--- config.mk ---
export PLATFORM = sky130hd
export DESIGN_NAME = ist_cell
export DESIGN_NICKNAME = d
export VERILOG_FILES = /design/src/ist_pkg.sv /design/src/ist_cell.sv
export SDC_FILE = /design/constraint.sdc
export NUM_CORES = 1
export LEC_CHECK = 0
export BUFFER_PORTS_ARGS = -buffer_cell sky130_fd_sc_hd__buf_2
export CAP_MARGIN = 20
export CORE_AREA = 2 2 162 164
export CTS_BUF_LIST = sky130_fd_sc_hd__clkbuf_4 sky130_fd_sc_hd__clkbuf_8 sky130_fd_sc_hd__clkbuf_16
export DETAILED_ROUTE_END_ITERATION = 16
export DIE_AREA = 0 0 164 166
export HOLD_SLACK_MARGIN = 0.02
export PLACE_DENSITY = 0.73
export SLEW_MARGIN = 20
export SYNTH_ARGS = -nofsm -noshare
export SYNTH_HDL_FRONTEND = slang
export SYNTH_SLANG_ARGS = --single-unit
--- constraint.sdc ---
create_clock -name clk -period 6.6 [get_ports clk]
set_clock_uncertainty 0.1 [all_clocks]
set_input_delay 0.99 -clock clk [delete_from_list [all_inputs] [get_ports clk]]
set_output_delay 0.99 -clock clk [all_outputs]
set_load 0.01 [all_outputs]
--- src/ist_pkg.sv ---
`default_nettype none

package ist_pkg;

    localparam int DEF_TABLE_DEPTH = 64;
    localparam int DEF_VALUE_WIDTH = 32;
    localparam int DEF_COUNT_W     = $clog2(DEF_TABLE_DEPTH + 1);
    localparam int FIELD_W         = 32;
    localparam int KIND_W          = 3;
    localparam int STATUS_W        = 2;

    typedef enum logic [KIND_W-1:0] {
        KIND_QUERY        = 3'd0,
        KIND_INSERT_POINT = 3'd1,
        KIND_INSERT_RANGE = 3'd2,
        KIND_ERASE        = 3'd3,
        KIND_CUT          = 3'd4
    } kind_t;

    typedef enum logic [STATUS_W-1:0] {
        STATUS_OK   = 2'd0,
        STATUS_MISS = 2'd1,
        STATUS_FULL = 2'd2
    } status_t;

    typedef enum logic [3:0] {
        ST_IDLE,
        ST_SEARCH,
        ST_DECIDE,
        ST_MARK,
        ST_CHECK,
        ST_REMOVE,
        ST_INS1,
        ST_INS2,
        ST_FINISH
    } state_t;

    typedef enum logic [2:0] {
        CELL_HOLD,
        CELL_SEARCH,
        CELL_MARK,
        CELL_REMOVE,
        CELL_INSERT
    } cell_op_t;

    typedef struct packed {
        cell_op_t op;
        logic     rm_p;
        logic     rm_s;
        logic     rm_range;
        logic     sel2;
    } cell_cmd_t;

    typedef struct packed {
        logic le_a;
        logic le_b;
        logic gt;
        logic prefix;
    } cell_link_t;

    localparam cell_link_t LINK_LEFT_EDGE = '{le_a: 1'b1, le_b: 1'b1, gt: 1'b0, prefix: 1'b0};
    localparam cell_link_t LINK_RIGHT_EDGE = '{le_a: 1'b0, le_b: 1'b0, gt: 1'b0, prefix: 1'b0};

endpackage

`default_nettype wire

--- src/ist_cell.sv ---
`default_nettype none

module ist_cell #(
    parameter int INDEX       = 0,
    parameter int TABLE_DEPTH = ist_pkg::DEF_TABLE_DEPTH,
    parameter int VALUE_WIDTH = ist_pkg::DEF_VALUE_WIDTH
) (
    input  logic                                 clk,
    input  ist_pkg::cell_cmd_t                   cmd,
    input  logic [$clog2(TABLE_DEPTH+1)-1:0]     count,
    input  logic signed [VALUE_WIDTH-1:0]        key_a,
    input  logic signed [VALUE_WIDTH-1:0]        key_b,
    input  logic signed [VALUE_WIDTH-1:0]        add1_lo,
    input  logic signed [VALUE_WIDTH-1:0]        add1_hi,
    input  logic signed [VALUE_WIDTH-1:0]        add2_lo,
    input  logic signed [VALUE_WIDTH-1:0]        add2_hi,
    input  ist_pkg::cell_link_t                  left_link,
    input  logic signed [VALUE_WIDTH-1:0]        left_lo,
    input  logic signed [VALUE_WIDTH-1:0]        left_hi,
    input  logic                                 left_mark,
    input  ist_pkg::cell_link_t                  right_link,
    input  logic signed [VALUE_WIDTH-1:0]        right_lo,
    input  logic signed [VALUE_WIDTH-1:0]        right_hi,
    input  logic                                 right_mark,
    output ist_pkg::cell_link_t                  link,
    output logic signed [VALUE_WIDTH-1:0]        lo,
    output logic signed [VALUE_WIDTH-1:0]        hi,
    output logic                                 mark,
    output logic                                 pa,
    output logic                                 sa,
    output logic                                 pb,
    output logic                                 eq1,
    output logic                                 eq2,
    output logic                                 more
);
    import ist_pkg::*;

    localparam int CW = $clog2(TABLE_DEPTH + 1);

    logic signed [VALUE_WIDTH-1:0] lo_reg;
    logic signed [VALUE_WIDTH-1:0] hi_reg;
    logic                          mark_reg;
    logic                          pa_reg;
    logic                          sa_reg;

    logic                          occ;
    logic                          le_a;
    logic                          le_b;
    logic                          gt;
    logic                          prefix;
    logic                          in_range;
    logic signed [VALUE_WIDTH-1:0] ins_lo;
    logic signed [VALUE_WIDTH-1:0] ins_hi;

    always_comb
    begin
        occ      = count > CW'(INDEX);
        ins_lo   = cmd.sel2 ? add2_lo : add1_lo;
        ins_hi   = cmd.sel2 ? add2_hi : add1_hi;
        le_a     = occ && (lo_reg <= key_a);
        le_b     = occ && (lo_reg <= key_b);
        gt       = !occ || (lo_reg > ins_lo) || ((lo_reg == ins_lo) && (hi_reg > ins_hi));
        prefix   = left_link.prefix || mark_reg;
        in_range = (lo_reg >= add1_lo) && (hi_reg <= add1_hi);

        link.le_a   = le_a;
        link.le_b   = le_b;
        link.gt     = gt;
        link.prefix = prefix;

        pa   = le_a && !right_link.le_a;
        sa   = occ && !le_a && left_link.le_a;
        pb   = le_b && !right_link.le_b;
        eq1  = occ && !mark_reg && (lo_reg == add1_lo) && (hi_reg == add1_hi);
        eq2  = occ && !mark_reg && (lo_reg == add2_lo) && (hi_reg == add2_hi);
        more = mark_reg && left_link.prefix;
    end

    assign lo   = lo_reg;
    assign hi   = hi_reg;
    assign mark = mark_reg;

    always_ff @(posedge clk)
    begin
        unique case (cmd.op)
            CELL_SEARCH:
            begin
                pa_reg <= pa;
                sa_reg <= sa;
            end
            CELL_MARK:
            begin
                mark_reg <= occ && ((cmd.rm_p && pa_reg) || (cmd.rm_s && sa_reg)
                                    || (cmd.rm_range && in_range));
            end
            CELL_REMOVE:
            begin
                if (prefix)
                begin
                    lo_reg   <= right_lo;
                    hi_reg   <= right_hi;
                    mark_reg <= right_mark;
                end
            end
            CELL_INSERT:
            begin
                if (gt)
                begin
                    if (!left_link.gt)
                    begin
                        lo_reg   <= ins_lo;
                        hi_reg   <= ins_hi;
                        mark_reg <= 1'b0;
                    end
                    else
                    begin
                        lo_reg   <= left_lo;
                        hi_reg   <= left_hi;
                        mark_reg <= left_mark;
                    end
                end
            end
            CELL_HOLD:
            begin
            end
            default:
            begin
            end
        endcase
    end

endmodule

`default_nettype wire
==> impl_metrics.toml <==
[worst_setup_path]
startpoint_type = "input pin"
endpoint_kind = "primary output"
critPathLaunch = "cmd[0]"
critical-path-top-delay-family = "buffers and inverters"
cp_slowest_cell = "buf_4"
critPathArrivalTime_ps = 4100
worst-path-buf-inv = 4
slowest_delay_ps = 450
crit_chain = "buf_4 > buf_4 > mux2i_1 > ha_1 > nand4_1 > nor3_1 > inv_1 > or3_1 > a21boi_0 > o32ai_1 > o21ai_1 > buf_2"
path_class = "in2out"
timing.critical_path.mode_cell = "buf_4"
cp.required_ps = 5510
r2r-start = "hi[1]$_DFFE_PP_"
worstPathMaxFanout = 30

[route]
drt_first_pass_iters = 5
drt-initial-drc-count = 678
via_per_inst = 5.41
wirelength_um = 38900
antenna_left = 0
wl_per_cell_um = 20.4
dr_total_vias = 10323
drc = 0

[logic_synthesis]
synth.avg_cell_area_um2 = 8.16
synth_xor_area_frac = 0.0607
synth_top_family_by_area = "adder cells"
synth-seq-cells = 67
synthCells = 1167
synthArstFlopShare = 0
synthFlopType = "edfxtp_1"
synth_compound_area_frac = 0.174
synthMuxAreaShare = 0.0707
synth_fa_ha_area_frac = 0.252
ys_warn_count = 0
synth_edf_count = 67
syn_area_um2 = 9530
yosys.area_share.simple = 0.160
ys_types = 59
yosysSeqAreaShare = 0.211
syn_nets = 1704

[place]
io_buffer_count = 416
dp_hpwl_um = 32900
gp_congestion = 0.905
dp_slack_ps = 1050

[global_routing]
grt_max_degree = 81
met2_usage = 0.499
first_global_vias = 10208
grt.busiest_layer = "met2"
grt_pass1_wl_um = 57000
antenna_found_initial = 4
met3_usage = 0.0512
grt_overflow = 0
met1_usage = 0.328
grt_usage = 0.276

[sta]
min_period_ps = 5190
tns_ps = 0
hold_viol = 0
maxSlewHeadroom = 0.449
worstMarginPinSlew_ps = 826
slew_viol_final = 0
hold_ws_ps = 802
setup_viol = 0
setup_slack_ps = 1410
rsz0062_at_grt = "false"
min_period_over_period = 0.786
fmax_mhz = 193

[floorplan]
floorplan.die.height_um = 166
fp.dieArea_um2 = 27200
initial_core_util = 0.372
die_w_um = 164
design.core.area_um2 = 25600
pin_count = 420
num_rows = 59

[power_and_ir_drop]
finalPower_mw = 1.72
p_per_area_nw_per_um2 = 141
ir_worst_vdd_uv = 107
p_leak_nw = 6.44

[final_layout]
fin_nets = 2099
final_cell_mix = "414 x buf_2, 192 x ha_1, 135 x inv_1, 129 x a21oi_1, 105 x nand2_1"
final_common_cell = "buf_2"
drive_gt1_frac = 0.289
final_util = 0.478
areaGrowthSynthToFinish_pct = 28.5

[clock_network]
cts-root-buf = "clkbuf_16"
htreeDepth = 3
cts_resized = 0
cts_setup_buffers = 0
cts.sinks = 67
path_clk_slew_ps = 70
clk_latency_ps = 350
cts_tree = "built"
ctsHoldBuffers = 0
clockBufferDepth = 2
cts_made_buffers = 9

[flow_run]
max_cap_violations = 0

[worst_hold_path]
hp-class = "reg2reg"
min_from = "sa_reg$_DFFE_PN_"

[run_status]
outcome = "completed"
per-stage QoR:
step,cell area [um2],instances
3_3_place_gp,11900,1886
4_1_cts,12200,1902
2_1_floorplan,9530,1167
6_report,12200,1907
3_5_place_dp,11900,1886
5_1_grt,12200,1905
cells in the mapped netlist, types with 2 or more instances:
master / count / area, um2
a211oi_1: 7 / 52.6
and4_1: 4 / 35.0
buf_1: 4 / 15.0
buf_4: 4 / 30.0
edfxtp_1: 67 / 2010
a31oi_1: 2 / 12.5
nand2_1: 106 / 398
a211o_1: 3 / 26.3
ha_1: 192 / 2400
o211ai_1: 12 / 90.1
nand4_1: 46 / 288
and2_1: 2 / 12.5
nor2b_1: 8 / 50.1
nor4_1: 14 / 87.6
nor3_1: 11 / 55.1
mux2_2: 2 / 22.5
a2111oi_4: 2 / 55.1
nand2b_1: 4 / 25.0
mux2i_1: 65 / 651
nand3_1: 22 / 110
buf_2: 6 / 30.0
a221oi_1: 3 / 26.3
xnor2_1: 50 / 438
nor2_1: 82 / 308
or2_2: 3 / 18.8
or3_1: 3 / 18.8
inv_1: 135 / 507
a21o_1: 24 / 180
xor2_1: 16 / 140
o21ai_0: 83 / 415
a221o_1: 2 / 20.0
a21oi_1: 129 / 646
and3_1: 3 / 18.8
clkbuf_1: 25 / 93.8
o21ai_1: 2 / 10.0
cell type report:
class                   instances  area [um2]
fillers                      2538       13400
flip-flops and latches         67        2010
clock buffers                   9         225
clock inverters                 7        68.8
inverters                     135         507
diodes                          5        12.5
multi-input cells             926        6860
repair buffers                423        2140
well taps                     335         419
path summary, 6_finish.rpt:
path,to,slack (ps),depth (start not counted)
max,link[1],1410,12
min,mark$_DFFE_PP_,800,3
max reg2reg,hi[10]$_DFFE_PP_,2530,10
min reg2reg,mark$_DFFE_PP_,800,3
power breakdown:
group          switching [mW]  total, mW  internal, mW
clock network           0.215      0.506         0.291
registers              0.0458      0.549         0.503
logic                   0.374      0.669         0.294
routing by layer:
layer  wire length (um)  up-vias  share of wire
met4               1130        0          0.029
met3               2740       72          0.070
li1                   -     5003              -
met2              19400      475           0.50
met5                  0        -              0
met1              15700     4773           0.40
cells by family after synthesis:
| group | count (synthesis) |
|---|---|
| xor gates and xnor gates | 66 |
| AOI/OAI and AO/OA | 283 |
| and+or+nand+nor | 318 |
| muxes | 67 |
| buffers and inverters | 174 |
| DFF | 67 |
| adders and majority gates | 192 |
tightest hold or removal path, stage by stage (launching register included):
cell      delay, ps
edfxtp_1        330
a22o_1          200
a221o_1         160
a41o_1          100
Power figures use the tool's default switching activity.
